**src/rtl/core/tchs_pkg.sv**
```systemverilog
// Shared types and codes of the TLS ClientHello sniffer.
`default_nettype none
package tchs_pkg;

    localparam int QUEUE_DEPTH = 4;
    localparam int QPTR_W      = $clog2(QUEUE_DEPTH);
    localparam int QCNT_W      = $clog2(QUEUE_DEPTH + 1);

    localparam logic [1:0] KIND_NAME    = 2'd0;
    localparam logic [1:0] KIND_ALPN    = 2'd1;
    localparam logic [1:0] KIND_VERDICT = 2'd2;

    localparam logic [3:0] VD_PARSED     = 4'd0;
    localparam logic [3:0] VD_SSLV2      = 4'd1;
    localparam logic [3:0] VD_NOT_HS     = 4'd2;
    localparam logic [3:0] VD_BAD_VER    = 4'd3;
    localparam logic [3:0] VD_NOT_HELLO  = 4'd4;
    localparam logic [3:0] VD_SNI_NOTDNS = 4'd5;
    localparam logic [3:0] VD_SNI_FORMAT = 4'd6;
    localparam logic [3:0] VD_ALPN_EMPTY = 4'd7;
    localparam logic [3:0] VD_ALPN_FMT   = 4'd8;
    localparam logic [3:0] VD_LENGTH     = 4'd9;
    localparam logic [3:0] VD_DISABLED   = 4'd10;

    localparam logic [7:0]  REC_HANDSHAKE = 8'h16;
    localparam logic [7:0]  SSL2_MARK     = 8'h80;
    localparam logic [7:0]  EXT_SUPVER    = 8'd43;
    localparam logic [7:0]  EXT_ALPN      = 8'd16;
    localparam logic [7:0]  ALPN_COMMA    = 8'h2c;
    localparam logic [15:0] TLS13_VERSION = 16'h0304;

    typedef struct packed {
        logic [7:0] data_byte;
        logic       conn_start;
    } in_item_t;

    typedef struct packed {
        logic [1:0] kind;
        logic [7:0] value;
        logic [3:0] verdict;
        logic [7:0] version_major;
        logic [7:0] version_minor;
    } result_t;

    typedef struct packed {
        result_t res;
        logic    last;
    } out_item_t;

    // Push request from the parser into the result queue.
    typedef struct packed {
        logic      wr0;
        logic      wr1;
        out_item_t item0;
        out_item_t item1;
    } push_t;

endpackage
`default_nettype wire

```
**src/rtl/core/tls_client_hello_sniffer_top.sv**
```systemverilog
// Top level of the TLS ClientHello sniffer: input queue, parser, result queue.
//
// Usage: connection bytes enter on the in channel (in_valid/in_ready) with
// conn_start set on the first byte of each connection. The block checks the
// TLS record headers, walks the ClientHello and streams out the first SNI
// host name (kind 0) and the first ALPN list (kind 1, commas between
// protocols), followed by one verdict (kind 2) carrying the client version.
// Each byte causes zero, one or two results; last marks the final one.
// Bytes after the verdict produce nothing until the next conn_start.
// The user must write the enable register through enable_we/enable_wdata
// only while idle; the block does not enforce this. Throughput: one byte per
// cycle inside a field while the result queue has room for two. At a field's
// end the parser takes a step with no byte, plus one per zero-length field
// it steps over. A byte is registered in the input queue and its results in
// the result queue before the out channel offers them; those steps can delay
// them. When the receiver stalls, results wait in a four-entry queue; the
// parser pauses while fewer than two entries are free, and the four-entry
// input queue keeps taking bytes until it fills.
// Reset clears both queues, the parser state and the enable register.
`default_nettype none
module tls_client_hello_sniffer_top (
    input  wire logic       clk,
    input  wire logic       rst_n,
    input  wire logic       enable_we,
    input  wire logic       enable_wdata,
    input  wire logic       in_valid,
    output logic            in_ready,
    input  wire logic [7:0] data_byte,
    input  wire logic       conn_start,
    output logic            out_valid,
    input  wire logic       out_ready,
    output logic [1:0]      kind,
    output logic [7:0]      value,
    output logic [3:0]      verdict,
    output logic [7:0]      version_major,
    output logic [7:0]      version_minor,
    output logic            last
);
    import tchs_pkg::*;

    in_item_t  in_item;
    in_item_t  head_item;
    logic      head_valid;
    logic      pop;
    logic      room2;
    push_t     push;
    out_item_t out_item;

    assign in_item.data_byte  = data_byte;
    assign in_item.conn_start = conn_start;

    // Front end: holds accepted bytes so the parser can stall on its own.
    tchs_in_queue u_in_queue (
        .clk        (clk),
        .rst_n      (rst_n),
        .in_valid   (in_valid),
        .in_ready   (in_ready),
        .in_item    (in_item),
        .head_valid (head_valid),
        .head_item  (head_item),
        .pop        (pop)
    );

    // Back end: record and hello state machine.
    tchs_parser u_parser (
        .clk          (clk),
        .rst_n        (rst_n),
        .enable_we    (enable_we),
        .enable_wdata (enable_wdata),
        .head_valid   (head_valid),
        .head_item    (head_item),
        .pop          (pop),
        .room2        (room2),
        .push         (push)
    );

    // Result queue decouples the parser from the downstream receiver.
    tchs_out_queue u_out_queue (
        .clk       (clk),
        .rst_n     (rst_n),
        .push      (push),
        .room2     (room2),
        .out_valid (out_valid),
        .out_ready (out_ready),
        .head_item (out_item)
    );

    assign kind          = out_item.res.kind;
    assign value         = out_item.res.value;
    assign verdict       = out_item.res.verdict;
    assign version_major = out_item.res.version_major;
    assign version_minor = out_item.res.version_minor;
    assign last          = out_item.last;

endmodule
`default_nettype wire

```
**src/rtl/core/tchs_in_queue.sv**
```systemverilog
// Input queue: accepts connection bytes and holds them for the parser.
`default_nettype none
module tchs_in_queue (
    input  wire logic              clk,
    input  wire logic              rst_n,
    input  wire logic              in_valid,
    output logic                   in_ready,
    input  wire tchs_pkg::in_item_t in_item,
    output logic                   head_valid,
    output tchs_pkg::in_item_t     head_item,
    input  wire logic              pop
);
    import tchs_pkg::*;

    in_item_t            mem [QUEUE_DEPTH];
    logic [QPTR_W-1:0]   wptr_reg;
    logic [QPTR_W-1:0]   rptr_reg;
    logic [QCNT_W-1:0]   cnt_reg;
    logic                push;
    logic                do_pop;

    assign in_ready   = (cnt_reg != QCNT_W'(QUEUE_DEPTH));
    assign head_valid = (cnt_reg != '0);
    assign head_item  = mem[rptr_reg];
    assign push       = in_valid && in_ready;
    assign do_pop     = pop && head_valid;

    always_ff @(posedge clk or negedge rst_n)
    begin
        if (!rst_n)
        begin
            wptr_reg <= '0;
            rptr_reg <= '0;
            cnt_reg  <= '0;
        end
        else
        begin
            if (push)
            begin
                wptr_reg <= wptr_reg + QPTR_W'(1);
            end
            if (do_pop)
            begin
                rptr_reg <= rptr_reg + QPTR_W'(1);
            end
            if (push && !do_pop)
            begin
                cnt_reg <= cnt_reg + QCNT_W'(1);
            end
            else if (!push && do_pop)
            begin
                cnt_reg <= cnt_reg - QCNT_W'(1);
            end
        end
    end

    always_ff @(posedge clk)
    begin
        if (push)
        begin
            mem[wptr_reg] <= in_item;
        end
    end

endmodule
`default_nettype wire

```
**src/rtl/core/tchs_out_queue.sv**
```systemverilog
// Result queue: takes up to two results per cycle, delivers one per transfer.
`default_nettype none
module tchs_out_queue (
    input  wire logic              clk,
    input  wire logic              rst_n,
    input  wire tchs_pkg::push_t   push,
    output logic                   room2,
    output logic                   out_valid,
    input  wire logic              out_ready,
    output tchs_pkg::out_item_t    head_item
);
    import tchs_pkg::*;

    out_item_t           mem [QUEUE_DEPTH];
    logic [QPTR_W-1:0]   wptr_reg;
    logic [QPTR_W-1:0]   rptr_reg;
    logic [QCNT_W-1:0]   cnt_reg;
    logic                do_pop;
    logic [QCNT_W-1:0]   n_push;

    assign room2     = (cnt_reg <= QCNT_W'(QUEUE_DEPTH - 2));
    assign out_valid = (cnt_reg != '0);
    assign head_item = mem[rptr_reg];
    assign do_pop    = out_valid && out_ready;
    assign n_push    = QCNT_W'(push.wr0) + QCNT_W'(push.wr0 && push.wr1);

    always_ff @(posedge clk or negedge rst_n)
    begin
        if (!rst_n)
        begin
            wptr_reg <= '0;
            rptr_reg <= '0;
            cnt_reg  <= '0;
        end
        else
        begin
            wptr_reg <= wptr_reg + QPTR_W'(n_push);
            if (do_pop)
            begin
                rptr_reg <= rptr_reg + QPTR_W'(1);
            end
            cnt_reg <= cnt_reg + n_push - QCNT_W'(do_pop);
        end
    end

    always_ff @(posedge clk)
    begin
        if (push.wr0)
        begin
            mem[wptr_reg] <= push.item0;
            if (push.wr1)
            begin
                mem[wptr_reg + QPTR_W'(1)] <= push.item1;
            end
        end
    end

endmodule
`default_nettype wire

```
**src/rtl/core/tchs_parser.sv**
```systemverilog
// Parser back end: record header checks and the ClientHello field walk.
`default_nettype none
module tchs_parser (
    input  wire logic               clk,
    input  wire logic               rst_n,
    input  wire logic               enable_we,
    input  wire logic               enable_wdata,
    input  wire logic               head_valid,
    input  wire tchs_pkg::in_item_t head_item,
    output logic                    pop,
    input  wire logic               room2,
    output tchs_pkg::push_t         push
);
    import tchs_pkg::*;

    typedef enum logic [1:0] {
        PH_HDR  = 2'd0,
        PH_BODY = 2'd1,
        PH_DONE = 2'd2
    } phase_t;

    typedef enum logic [4:0] {
        HS_START           = 5'd0,
        HS_HEADER          = 5'd1,
        HS_VERSION         = 5'd2,
        HS_RANDOM          = 5'd3,
        HS_SID_LEN         = 5'd4,
        HS_SID             = 5'd5,
        HS_CS_LEN          = 5'd6,
        HS_CS              = 5'd7,
        HS_CM_LEN          = 5'd8,
        HS_CM              = 5'd9,
        HS_EXT             = 5'd10,
        HS_EXT_HEADER      = 5'd11,
        HS_SNI_LEN         = 5'd12,
        HS_SNI_HOST_HEAD   = 5'd13,
        HS_SNI_HOST        = 5'd14,
        HS_ALPN_LEN        = 5'd15,
        HS_ALPN_PROTO_LEN  = 5'd16,
        HS_ALPN_PROTO_DATA = 5'd17,
        HS_SUPVER_LEN      = 5'd18
    } hs_t;

    // Results collected for the byte in flight; at most two survive.
    typedef struct packed {
        logic [1:0] cnt;
        result_t    r0;
        result_t    r1;
    } step_buf_t;

    function automatic step_buf_t buf_add(step_buf_t sb, result_t r);
        step_buf_t o;
        o = sb;
        case (sb.cnt)
            2'd0:
            begin
                o.r0  = r;
                o.cnt = 2'd1;
            end
            2'd1:
            begin
                o.r1  = r;
                o.cnt = 2'd2;
            end
            default:
            begin
                if (r.kind == KIND_VERDICT)
                begin
                    o.r1 = r;
                end
            end
        endcase
        return o;
    endfunction

    logic        enable_reg;
    phase_t      phase_reg, phase_next;
    logic [31:0] rec_hdr_reg, rec_hdr_next;
    logic [2:0]  hdr_cnt_reg, hdr_cnt_next;
    logic [15:0] rec_rem_reg, rec_rem_next;
    hs_t         hs_reg, hs_next;
    logic [15:0] fsize_reg, fsize_next;
    logic [23:0] msg_left_reg, msg_left_next;
    logic [15:0] list_left_reg, list_left_next;
    logic [31:0] scratch_reg, scratch_next;
    logic [1:0]  sidx_reg, sidx_next;
    logic [15:0] cv_reg, cv_next;
    logic        name_seen_reg, name_seen_next;
    logic        alpn_seen_reg, alpn_seen_next;
    logic        adv_reg, adv_next;
    step_buf_t   sb_reg, sb_next;

    logic        verd_v;
    logic [3:0]  verd_code;
    logic        byte_v;
    result_t     byte_res;
    logic        comma_v;
    logic        step_end;
    logic        trans;
    logic [7:0]  b;
    logic [7:0]  p0, p1, p2, p3;
    logic [7:0]  s0, s1, s2, s3;
    logic [16:0] need;
    result_t     vres;

    assign pop   = !adv_reg && head_valid && room2;
    assign trans = adv_reg && room2;
    assign b     = head_item.data_byte;
    assign s0    = scratch_reg[7:0];
    assign s1    = scratch_reg[15:8];
    assign s2    = scratch_reg[23:16];
    assign s3    = scratch_reg[31:24];

    always_comb
    begin
        phase_next     = phase_reg;
        rec_hdr_next   = rec_hdr_reg;
        hdr_cnt_next   = hdr_cnt_reg;
        rec_rem_next   = rec_rem_reg;
        hs_next        = hs_reg;
        fsize_next     = fsize_reg;
        msg_left_next  = msg_left_reg;
        list_left_next = list_left_reg;
        scratch_next   = scratch_reg;
        sidx_next      = sidx_reg;
        cv_next        = cv_reg;
        name_seen_next = name_seen_reg;
        alpn_seen_next = alpn_seen_reg;
        adv_next       = adv_reg;
        verd_v         = 1'b0;
        verd_code      = VD_PARSED;
        byte_v         = 1'b0;
        byte_res       = '0;
        comma_v        = 1'b0;
        step_end       = 1'b0;
        need           = '0;
        p0 = rec_hdr_reg[7:0];
        p1 = rec_hdr_reg[15:8];
        p2 = rec_hdr_reg[23:16];
        p3 = rec_hdr_reg[31:24];

        if (pop)
        begin
            if (head_item.conn_start)
            begin
                phase_next     = PH_HDR;
                rec_hdr_next   = '0;
                hdr_cnt_next   = '0;
                rec_rem_next   = '0;
                hs_next        = HS_START;
                fsize_next     = '0;
                msg_left_next  = '0;
                list_left_next = '0;
                scratch_next   = '0;
                sidx_next      = '0;
                cv_next        = '0;
                name_seen_next = 1'b0;
                alpn_seen_next = 1'b0;
            end
            if (phase_next == PH_DONE)
            begin
                step_end = 1'b1;
            end
            else if (!enable_reg)
            begin
                verd_v    = 1'b1;
                verd_code = VD_DISABLED;
            end
            else if (phase_next == PH_HDR)
            begin
                if (hdr_cnt_next < 3'd4)
                begin
                    if (hdr_cnt_next == 3'd0)
                    begin
                        rec_hdr_next = {24'd0, b};
                    end
                    else
                    begin
                        rec_hdr_next[{hdr_cnt_next[1:0], 3'b000} +: 8] = b;
                    end
                    hdr_cnt_next = hdr_cnt_next + 3'd1;
                    step_end     = 1'b1;
                end
                else
                begin
                    hdr_cnt_next = '0;
                    p0 = rec_hdr_next[7:0];
                    p1 = rec_hdr_next[15:8];
                    p2 = rec_hdr_next[23:16];
                    p3 = rec_hdr_next[31:24];
                    if (((p0 & SSL2_MARK) != 8'd0) && p2 == 8'd1
                        && (p3 == 8'd0 || p3 == 8'd3))
                    begin
                        cv_next   = {p3, b};
                        verd_v    = 1'b1;
                        verd_code = VD_SSLV2;
                    end
                    else if (p0 != REC_HANDSHAKE)
                    begin
                        verd_v    = 1'b1;
                        verd_code = VD_NOT_HS;
                    end
                    else if (p1 != 8'd3)
                    begin
                        verd_v    = 1'b1;
                        verd_code = VD_BAD_VER;
                    end
                    else
                    begin
                        rec_rem_next = {p3, b};
                        phase_next   = (rec_rem_next != 16'd0) ? PH_BODY : PH_HDR;
                        if (fsize_next == 16'd0)
                        begin
                            adv_next = 1'b1;
                        end
                        else
                        begin
                            step_end = 1'b1;
                        end
                    end
                end
            end
            else
            begin
                case (hs_next)
                    HS_HEADER, HS_SID_LEN, HS_CS_LEN, HS_CM_LEN, HS_EXT_HEADER,
                    HS_SNI_LEN, HS_SNI_HOST_HEAD, HS_ALPN_LEN, HS_ALPN_PROTO_LEN,
                    HS_SUPVER_LEN:
                    begin
                        scratch_next[{sidx_next, 3'b000} +: 8] = b;
                        sidx_next = sidx_next + 2'd1;
                    end
                    HS_VERSION:
                    begin
                        if (fsize_next == 16'd2)
                        begin
                            cv_next[15:8] = b;
                        end
                        else
                        begin
                            cv_next[7:0] = b;
                        end
                    end
                    HS_SNI_HOST:
                    begin
                        byte_v         = 1'b1;
                        byte_res.kind  = KIND_NAME;
                        byte_res.value = b;
                    end
                    HS_ALPN_PROTO_DATA:
                    begin
                        byte_v         = 1'b1;
                        byte_res.kind  = KIND_ALPN;
                        byte_res.value = b;
                    end
                    default:
                    begin
                    end
                endcase
                if (fsize_next != 16'd0)
                begin
                    fsize_next = fsize_next - 16'd1;
                    if (msg_left_next != 24'd0)
                    begin
                        msg_left_next = msg_left_next - 24'd1;
                    end
                end
                // Record accounting is independent of the field walk.
                rec_rem_next = rec_rem_next - 16'd1;
                if (rec_rem_next == 16'd0)
                begin
                    phase_next   = PH_HDR;
                    hdr_cnt_next = '0;
                end
                if (fsize_next == 16'd0)
                begin
                    adv_next = 1'b1;
                end
                else
                begin
                    step_end = 1'b1;
                end
            end
        end
        else if (trans)
        begin
            case (hs_reg)
                HS_START:
                begin
                    hs_next       = HS_HEADER;
                    fsize_next    = 16'd4;
                    sidx_next     = '0;
                    msg_left_next = 24'd4;
                end
                HS_HEADER:
                begin
                    if (s0 != 8'd1)
                    begin
                        verd_v    = 1'b1;
                        verd_code = VD_NOT_HELLO;
                    end
                    else
                    begin
                        hs_next       = HS_VERSION;
                        fsize_next    = 16'd2;
                        msg_left_next = {s1, s2, s3};
                    end
                end
                HS_VERSION:
                begin
                    hs_next    = HS_RANDOM;
                    fsize_next = 16'd32;
                end
                HS_RANDOM:
                begin
                    hs_next    = HS_SID_LEN;
                    fsize_next = 16'd1;
                    sidx_next  = '0;
                end
                HS_SID_LEN:
                begin
                    hs_next    = HS_SID;
                    fsize_next = {8'd0, s0};
                end
                HS_SID:
                begin
                    hs_next    = HS_CS_LEN;
                    fsize_next = 16'd2;
                    sidx_next  = '0;
                end
                HS_CS_LEN:
                begin
                    hs_next    = HS_CS;
                    fsize_next = {s0, s1};
                end
                HS_CS:
                begin
                    hs_next    = HS_CM_LEN;
                    fsize_next = 16'd1;
                    sidx_next  = '0;
                end
                HS_CM_LEN:
                begin
                    hs_next    = HS_CM;
                    fsize_next = {8'd0, s0};
                end
                HS_CM, HS_EXT:
                begin
                    if (msg_left_reg == 24'd0)
                    begin
                        verd_v    = 1'b1;
                        verd_code = VD_PARSED;
                    end
                    else if (hs_reg == HS_CM)
                    begin
                        hs_next    = HS_EXT;
                        fsize_next = 16'd2;
                    end
                    else
                    begin
                        hs_next    = HS_EXT_HEADER;
                        fsize_next = 16'd4;
                        sidx_next  = '0;
                    end
                end
                HS_EXT_HEADER:
                begin
                    if (s0 == 8'd0 && s1 == 8'd0 && !name_seen_reg)
                    begin
                        hs_next    = HS_SNI_LEN;
                        fsize_next = 16'd2;
                        sidx_next  = '0;
                    end
                    else if (s0 == 8'd0 && s1 == EXT_ALPN && !alpn_seen_reg)
                    begin
                        hs_next    = HS_ALPN_LEN;
                        fsize_next = 16'd2;
                        sidx_next  = '0;
                    end
                    else if (s0 == 8'd0 && s1 == EXT_SUPVER)
                    begin
                        hs_next    = HS_SUPVER_LEN;
                        fsize_next = 16'd1;
                        sidx_next  = '0;
                    end
                    else
                    begin
                        hs_next    = HS_EXT;
                        fsize_next = {s2, s3};
                    end
                end
                HS_SNI_LEN:
                begin
                    list_left_next = {s0, s1};
                    hs_next        = HS_SNI_HOST_HEAD;
                    fsize_next     = 16'd3;
                    sidx_next      = '0;
                end
                HS_SNI_HOST_HEAD:
                begin
                    need = 17'd3 + {1'b0, s1, s2};
                    if (s0 != 8'd0)
                    begin
                        verd_v    = 1'b1;
                        verd_code = VD_SNI_NOTDNS;
                    end
                    else if ({1'b0, list_left_reg} < need)
                    begin
                        verd_v    = 1'b1;
                        verd_code = VD_SNI_FORMAT;
                    end
                    else
                    begin
                        list_left_next = list_left_reg - need[15:0];
                        name_seen_next = 1'b1;
                        hs_next        = HS_SNI_HOST;
                        fsize_next     = {s1, s2};
                    end
                end
                HS_SNI_HOST:
                begin
                    hs_next    = HS_EXT;
                    fsize_next = list_left_reg;
                end
                HS_ALPN_LEN:
                begin
                    list_left_next = {s0, s1};
                    alpn_seen_next = 1'b1;
                    hs_next        = HS_ALPN_PROTO_LEN;
                    fsize_next     = 16'd1;
                    sidx_next      = '0;
                end
                HS_ALPN_PROTO_LEN:
                begin
                    need = 17'd1 + {9'd0, s0};
                    if (s0 == 8'd0)
                    begin
                        verd_v    = 1'b1;
                        verd_code = VD_ALPN_EMPTY;
                    end
                    else if ({1'b0, list_left_reg} < need)
                    begin
                        verd_v    = 1'b1;
                        verd_code = VD_ALPN_FMT;
                    end
                    else
                    begin
                        list_left_next = list_left_reg - need[15:0];
                        hs_next        = HS_ALPN_PROTO_DATA;
                        fsize_next     = {8'd0, s0};
                    end
                end
                HS_ALPN_PROTO_DATA:
                begin
                    if (list_left_reg != 16'd0)
                    begin
                        comma_v    = 1'b1;
                        hs_next    = HS_ALPN_PROTO_LEN;
                        fsize_next = 16'd1;
                        sidx_next  = '0;
                    end
                    else
                    begin
                        hs_next    = HS_EXT;
                        fsize_next = 16'd0;
                    end
                end
                HS_SUPVER_LEN:
                begin
                    cv_next    = TLS13_VERSION;
                    hs_next    = HS_EXT;
                    fsize_next = {8'd0, s0};
                end
                default:
                begin
                    verd_v    = 1'b1;
                    verd_code = VD_LENGTH;
                end
            endcase
            if (!verd_v)
            begin
                if (msg_left_next < {8'd0, fsize_next})
                begin
                    verd_v    = 1'b1;
                    verd_code = VD_LENGTH;
                end
                else if (fsize_next != 16'd0)
                begin
                    adv_next = 1'b0;
                    step_end = 1'b1;
                end
            end
        end

        if (verd_v)
        begin
            phase_next = PH_DONE;
            adv_next   = 1'b0;
            step_end   = 1'b1;
        end

        vres               = '0;
        vres.kind          = KIND_VERDICT;
        vres.verdict       = verd_code;
        vres.version_major = cv_next[15:8];
        vres.version_minor = cv_next[7:0];

        sb_next = sb_reg;
        if (byte_v)
        begin
            sb_next = buf_add(sb_next, byte_res);
        end
        if (comma_v)
        begin
            sb_next = buf_add(sb_next, '{kind: KIND_ALPN, value: ALPN_COMMA,
                                         verdict: 4'd0, version_major: 8'd0,
                                         version_minor: 8'd0});
        end
        if (verd_v)
        begin
            sb_next = buf_add(sb_next, vres);
        end

        push            = '0;
        push.item0.res  = sb_next.r0;
        push.item0.last = (sb_next.cnt == 2'd1);
        push.item1.res  = sb_next.r1;
        push.item1.last = 1'b1;
        if (step_end)
        begin
            push.wr0    = (sb_next.cnt != 2'd0);
            push.wr1    = (sb_next.cnt == 2'd2);
            sb_next.cnt = 2'd0;
        end
    end

    always_ff @(posedge clk or negedge rst_n)
    begin
        if (!rst_n)
        begin
            enable_reg    <= 1'b0;
            phase_reg     <= PH_HDR;
            rec_hdr_reg   <= '0;
            hdr_cnt_reg   <= '0;
            rec_rem_reg   <= '0;
            hs_reg        <= HS_START;
            fsize_reg     <= '0;
            msg_left_reg  <= '0;
            list_left_reg <= '0;
            scratch_reg   <= '0;
            sidx_reg      <= '0;
            cv_reg        <= '0;
            name_seen_reg <= 1'b0;
            alpn_seen_reg <= 1'b0;
            adv_reg       <= 1'b0;
            sb_reg        <= '0;
        end
        else
        begin
            if (enable_we)
            begin
                enable_reg <= enable_wdata;
            end
            phase_reg     <= phase_next;
            rec_hdr_reg   <= rec_hdr_next;
            hdr_cnt_reg   <= hdr_cnt_next;
            rec_rem_reg   <= rec_rem_next;
            hs_reg        <= hs_next;
            fsize_reg     <= fsize_next;
            msg_left_reg  <= msg_left_next;
            list_left_reg <= list_left_next;
            scratch_reg   <= scratch_next;
            sidx_reg      <= sidx_next;
            cv_reg        <= cv_next;
            name_seen_reg <= name_seen_next;
            alpn_seen_reg <= alpn_seen_next;
            adv_reg       <= adv_next;
            sb_reg        <= sb_next;
        end
    end

endmodule
`default_nettype wire
```
**config.mk**
```make
export PLATFORM = sky130hd
export DESIGN_NAME = tls_client_hello_sniffer_top
export DESIGN_NICKNAME = d
export VERILOG_FILES = /design/src/rtl/core/tchs_pkg.sv /design/src/rtl/core/tls_client_hello_sniffer_top.sv /design/src/rtl/core/tchs_in_queue.sv /design/src/rtl/core/tchs_out_queue.sv /design/src/rtl/core/tchs_parser.sv
export SDC_FILE = /design/constraint.sdc
export NUM_CORES = 1
export LEC_CHECK = 0
export BUFFER_PORTS_ARGS = -buffer_cell sky130_fd_sc_hd__buf_2
export CAP_MARGIN = 20
export CORE_ASPECT_RATIO = 1.25
export CORE_MARGIN = 3
export CORE_UTILIZATION = 30
export CTS_CLUSTER_DIAMETER = 120
export DETAILED_ROUTE_END_ITERATION = 12
export PLACE_DENSITY = 0.46
export SYNTH_ARGS = -nofsm -noshare
export SYNTH_HDL_FRONTEND = slang
export SYNTH_SLANG_ARGS = --single-unit
```
**constraint.sdc**
```tcl
create_clock -name clk -period 6.7 [get_ports clk]
set_input_delay 1.34 -clock clk [delete_from_list [all_inputs] [get_ports clk]]
set_output_delay 1.34 -clock clk [all_outputs]
set_load 0.1 [all_outputs]
```
### Word level (Yosys, flattened, before mapping)

Memory sizes are Yosys's and may differ from the RTL's.
Cells that the tools add are included.

| cells by class | value |
|---|---|
| add/sub/neg operators | 21 |
| order comparisons | 5 |
| eq/ne operators | 69 |
| shift operators | 4 |
| muxes and demuxes | 248 |
| reduce and logical (&&, ||, !) cells | 70 |

Operator list:

| operator | count |
|---|---|
| $mux 16 | 49 |
| $mux 32 | 13 |
| $mux 24 | 12 |
| $pmux 16 s14 | 1 |
| $mux 62 | 3 |
| $mux 30 | 6 |
| $pmux 5 s17 | 1 |
| $mux 1 | 77 |
| $eq 5x4->1 const B | 14 |
| $mux 5 | 14 |
| $bwmux 32 | 2 |
| $reduce_bool 16->1 | 4 |
| $shift 8x7->32 const A | 2 |
| $shiftx 8x7->32 | 2 |
| $pmux 30 s2 | 1 |
| $mux 2 | 29 |
| $mux 4 | 13 |
| $logic_not 16->1 | 3 |
| $pmux 16 s3 | 1 |
| $pmux 24 s2 | 1 |
| $mux 10 | 4 |
| $mux 3 | 12 |
| $lt 16x17->1 | 2 |
| $sub 16x1->16 const B | 2 |
| 69 further kinds | 149 |

| storage, ports and cells | value |
|---|---|
| register bits | 244 |
| bits in writable memories | 160 |
| bits of input ports | 15 |
| output and inout port bits | 33 |
| word-level logic and storage cells | 451 |
| memories kept | 2 |

Memory list:

| memory | depth | width | rd ports | clocked after Yosys merged registers in | write ports | RTL line | text |
|---|---|---|---|---|---|---|---|
| u_out_queue.mem | 4 | 31 | 1 | 0 | 2 | tchs_out_queue.sv:14 | `out_item_t mem [QUEUE_DEPTH];` |
| u_in_queue.mem | 4 | 9 | 1 | 0 | 1 | tchs_in_queue.sv:15 | `in_item_t mem [QUEUE_DEPTH];` |

### Longest topological paths before layout

| depth | value |
|---|---|
| word-level depth | 26 |
| gate-level depth with buffers | 32 |
| depth with buffers taken out | 30 |

### Modules after synthesis

A second synthesis with hierarchy kept.

| second synthesis, totals | value |
|---|---|
| cell total of the unflattened synthesis | 2499 |
| area, all modules | 25197.9 µm² |

By module, submodules not included:

| module | times used | cells each | area an instance (µm²) | sequential area each (µm²) |
|---|---|---|---|---|
| tchs_parser | 1 | 2072 | 16861.2 | 5755.5 |
| tchs_out_queue | 1 | 345 | 6603.8 | 3898.7 |
| tchs_in_queue | 1 | 82 | 1732.9 | 1256.2 |

### Worst setup path after synthesis

No wires, ideal clock.

| path | value |
|---|---|
| path kind | register -> register |
| start point | register u_parser.scratch_reg[16] |
| end point | memory u_out_queue.mem[0][10] in the netlist's numbering, enable pin |
| setup time | 387 ps |
| arrival time | 6169 ps |
| data required time | 6313 ps |
| slack | 143 ps |
| cell stages (with the launch flop) | 29 |
| buffers on the path | 4 |
| period minus slack after synthesis | 6557 ps |
| path through | dfrtp_1 clkbuf_1 inv_1 ha_1 nand4b_1 nor4_1 xnor2_1 ha_1 nand3_1 nor3_1 o221ai_1 a21oi_2 o211ai_2 buf_4 clkbuf_1 a221oi_1 ha_1 nand3_1 o22ai_1 o31ai_1 and4_1 and3_1 o21ai_1 a21oi_2 nor2_4 nor3b_4 o21bai_4 buf_6 nand2_1 |

RTL lines:

| what | RTL line | text |
|---|---|---|
| start, declared | tchs_parser.sv:85 | `logic [31:0] scratch_reg, scratch_next;` |
| start signal, assigned | tchs_parser.sv:572 | `scratch_reg <= scratch_next;` |
| end, declared | tchs_out_queue.sv:14 |  |

==> impl_summary.md <==
Finish
Compared with the post-synthesis result, the final layout area differs by 14.3%. The net count reported at finish is 2592. Of the cells placed in the final design, the portion with a size suffix greater than 1 is 14.5%. The most common cell after layout, fill and taps aside is sky130_fd_sc_hd__dfrtp_1.

The register with the most flip-flops in the layout has 124 of them. In the layout the commonest cells are sky130_fd_sc_hd__dfrtp_1, sky130_fd_sc_hd__nand2_1, sky130_fd_sc_hd__nor2_1. The antenna diode count is 0.

Power
VDD sags by at most 0.476 mV. The power density over the cells is 401 nW/µm². For this design the static power due to leakage is 11.6 nW.

Yosys
The complex-gate fraction of the synthesized area is 22.6%. The synthesized flop and latch total is 404. The synthesized design contains 156 enable-type register cells. The total of warnings raised by yosys is 0. The proportion of register bits with asynchronous set or reset after synthesis is 60.4%. Synthesis handed over a netlist of 2457 instances.

The adder-cell share of the synthesized area is 4.92%. The post-synthesis cell type count is 102. The largest family of logic cells by synthesized area is compound AO/OA/AOI/OAI gates. The number of nets in the synthesized netlist is 2565. The synthesized-area fraction occupied by and/or/nand/nor cells is 15.0%. The cell area after synthesis is 24100 µm². After Yosys synthesis, XOR and XNOR cells account for 1.78% of the synthesized area. Of the synthesized area, sequential elements account for 45.1%.

In the synthesized netlist the dominant register cell turns out to be sky130_fd_sc_hd__dfrtp_1. The share of synthesized area spent on multiplexers is 4.88%. The synthesized area per cell is 9.80 µm².

Critical path
The worst path arrival time is 6620 ps. The setup slack of the worst register-to-register path is 410 ps. The worst register-to-register path begins at u_parser.scratch_reg[17]. STA classifies the critical path startpoint as a flop.

The worst setup path category is reg2reg. The endpoint identified for the worst register-to-register timing path is u_out_queue.mem[3][22]. Along the worst path, the maximum fanout reaches 18. For the worst setup path, the data required time is 7020 ps. STA classifies the critical path endpoint as a flop.

The worst reg2reg path depth is 27.

Detailed routing
The remaining routing DRC violations is 0. The total length of routed wires is 89.3 mm. Summing over every cut layer, the via total after detailed routing is 20600.

The routed wire length per instance is 25.0 µm. After the first detailed-routing iteration, the DRC count stood at 1767. The length of the first detailed-routing pass in iterations is 6. The ratio of routed vias to standard cells is 5.77. The post-route antenna net violation count is 0.

CTS
The buffer levels on the longest clock path is 3. The CTS buffer count is 48. The CTS tree is done. The H-tree generated during clock tree synthesis spans 2 levels. The number of sinks driven by the clock tree is 404.

The clock tree root driver cell is sky130_fd_sc_hd__clkbuf_16. The clock reaches the later pin of the worst-skew pair after 620 ps. Clock-pin slew was measured on the worst setup and hold paths at 60 ps. The hold buffer count at CTS is 0.

Hold path
In this run the most critical hold path is launched from u_out_queue.mem[1][0]. The worst hold path terminates at u_out_queue.mem[1][0]. The worst hold path class is reg2reg. The worst hold path was traced through 2 stages.

Global route
The number of global-route vias before repair is 20700. The global-route congestion overflow total is 0. The number of antenna violations at the first check in global routing is 0. The first global-routing pass estimated 134 mm of wire. Entering global routing, the biggest net connects 90 pins. The overall routing resource usage is 21.0%.

Die
The floorplan step defined a die boundary enclosing 83800 µm². The die extent in x is 259 µm. The starting density of the core is 30.4%. The number of placed I/O pins is 48. In this run the standard cell core region covers 79100 µm². The die is 323 µm tall. The row count is 115.

Timing
After layout, the worst path uses 93.9% of the clock period. Timing would allow up to 159 MHz. At the pin with the least slew margin, the transition time is 1110 ps. The final setup violation count is 0. The tightest hold path in the finished design has a slack of 488 ps. The count of final max-slew check failures came to 0. Setup repair after global routing left no endpoint under its margin. On the final layout, the worst clock skew is 32.4 ps.

The tightest slew margin relative to the limit is 25.9%. The final critical-path required period is 6290 ps. The setup TNS after final layout is 0 ps. The number of failing hold endpoints at the final stage is 0.

The smallest setup slack after layout is 406 ps.

Placed design
Detailed placement finished with a half-perimeter wire length of 61.1 mm. The routability congestion estimate is 0.924. Buffers placed on the I/O ports in this run total 47. The post-placement worst setup slack is -36.4 ps.

Run status
The flow ran to the end, and the final reports show no timing, DRC or antenna violations.

Run
The reported max-cap violation count is 0.
[metal layers]
metal | GRT usage [%] | share of wire, % | vias up | wire length, µm
li1 | - | - | 9316 | -
met1 | 25.7 | 41 | 10400 | 36500
met2 | 36.7 | 50 | 690 | 44700
met3 | 2.72 | 4.6 | 194 | 4110
met4 | 9.57 | 4.4 | 0 | 3930
met5 | 0 | 0 | - | 0
[kinds of logic after synthesis]
group	after synthesis
buffers and inverters	322
XOR/XNOR	49
AND/OR/NAND/NOR	730
adder cells (fa/ha/maj)	93
multiplexers	66
flip-flops	404
AO/OA/AOI/OAI	793
[power by group]
group | internal (mW) | switching, mW | leakage [nW]
registers | 2.92 | 0.261 | 4.84
clock network | 1.65 | 1.15 | 0.815
logic | 1.29 | 3.76 | 5.93
[critical path: stages, from the launching register on]
cell and delay (ps):
sky130_fd_sc_hd__dfrtp_1 350, sky130_fd_sc_hd__inv_1 70, sky130_fd_sc_hd__ha_1 220, sky130_fd_sc_hd__nand4b_1 250, sky130_fd_sc_hd__nor4_2 330, sky130_fd_sc_hd__xnor2_1 190
sky130_fd_sc_hd__ha_1 290, sky130_fd_sc_hd__a21o_1 160, sky130_fd_sc_hd__a21oi_1 180, sky130_fd_sc_hd__o21a_1 240, sky130_fd_sc_hd__a211oi_2 100, sky130_fd_sc_hd__buf_6 200
sky130_fd_sc_hd__a221o_1 410, sky130_fd_sc_hd__a21oi_2 180, sky130_fd_sc_hd__ha_1 270, sky130_fd_sc_hd__nand3_1 110, sky130_fd_sc_hd__o22ai_1 90, sky130_fd_sc_hd__o31ai_1 270
sky130_fd_sc_hd__and4_1 220, sky130_fd_sc_hd__and3_2 250, sky130_fd_sc_hd__o21ai_1 120, sky130_fd_sc_hd__a22oi_2 300, sky130_fd_sc_hd__buf_6 220, sky130_fd_sc_hd__a21oi_4 40
sky130_fd_sc_hd__buf_4 180, sky130_fd_sc_hd__o21ai_4 250, sky130_fd_sc_hd__buf_4 360, sky130_fd_sc_hd__o22ai_1 130
[Yosys cell counts, types with 13 or more instances]
cell type,instances,area (µm²)
sky130_fd_sc_hd__dfrtp_1,244,6110
sky130_fd_sc_hd__nand2_1,223,837
sky130_fd_sc_hd__nor2_1,179,672
sky130_fd_sc_hd__o21ai_0,163,816
sky130_fd_sc_hd__edfxtp_1,156,4680
sky130_fd_sc_hd__inv_1,136,510
sky130_fd_sc_hd__o22ai_1,134,838
sky130_fd_sc_hd__clkbuf_1,126,473
sky130_fd_sc_hd__a21oi_1,109,546
sky130_fd_sc_hd__ha_1,90,1130
sky130_fd_sc_hd__a22o_1,86,753
sky130_fd_sc_hd__nand3_1,69,345
sky130_fd_sc_hd__a31oi_1,52,325
sky130_fd_sc_hd__nor3_1,52,260
sky130_fd_sc_hd__mux4_2,40,901
sky130_fd_sc_hd__a22oi_1,35,263
sky130_fd_sc_hd__xnor2_1,28,245
sky130_fd_sc_hd__nor4_1,25,156
sky130_fd_sc_hd__a21o_1,23,173
sky130_fd_sc_hd__and3_1,23,144
sky130_fd_sc_hd__buf_2,21,105
sky130_fd_sc_hd__xor2_1,21,184
sky130_fd_sc_hd__a221o_1,19,190
sky130_fd_sc_hd__nand2b_1,19,119
sky130_fd_sc_hd__and2_1,17,106
sky130_fd_sc_hd__nor2b_1,17,106
sky130_fd_sc_hd__buf_6,16,180
sky130_fd_sc_hd__or3_1,16,100
sky130_fd_sc_hd__buf_1,15,56.3
sky130_fd_sc_hd__mux2i_1,15,150
sky130_fd_sc_hd__o211ai_1,14,105
sky130_fd_sc_hd__a211oi_1,13,97.6
sky130_fd_sc_hd__nand4_1,13,81.3
sky130_fd_sc_hd__o31ai_1,13,97.6
[stage by stage]
step                cell area [µm²]  power, mW  cells  utilization (%)
finish                        27500       11.0   3575             34.8
global route                  27500       11.5   3575             34.8
CTS                           27300       11.1   3567             34.6
detailed placement            25700       8.24   3479             32.4
global placement              25700       8.20   3479             32.4
floorplan                     24100       6.63   2457                -
[area by class of cell]
type,instances,area (µm²)
tap,1053,1320
multi-input combinational,1731,12000
clock buffer,56,1280
timing repair buffer,162,1180
inverter,137,514
clock inverter,32,387
fill,8073,51600
sequential,404,10900
[how the worst max path moves through the flow]
stage / from / depth (start not counted) / end
floorplan: u_parser.scratch_reg[16] / 28 / u_out_queue.mem[0][10]
detailed placement: u_parser.scratch_reg[16] / 25 / u_out_queue.mem[3][2]
finish: u_parser.scratch_reg[17] / 27 / u_out_queue.mem[3][22]
CTS: u_parser.scratch_reg[16] / 25 / u_out_queue.mem[3][2]
global placement: u_parser.scratch_reg[18] / 29 / u_out_queue.cnt_reg[2]
global route: u_parser.scratch_reg[0] / 26 / u_out_queue.cnt_reg[2]
[timing repair]
| action | CTS | global route |
|---|---|---|
| setup endpoints to repair | 7 | 251 |
| gates resized for setup | 1 | 20 |
| buffers inserted | 0 | 4 |
| pin swaps | 0 | 2 |
(Power assumes the default switching activity.)
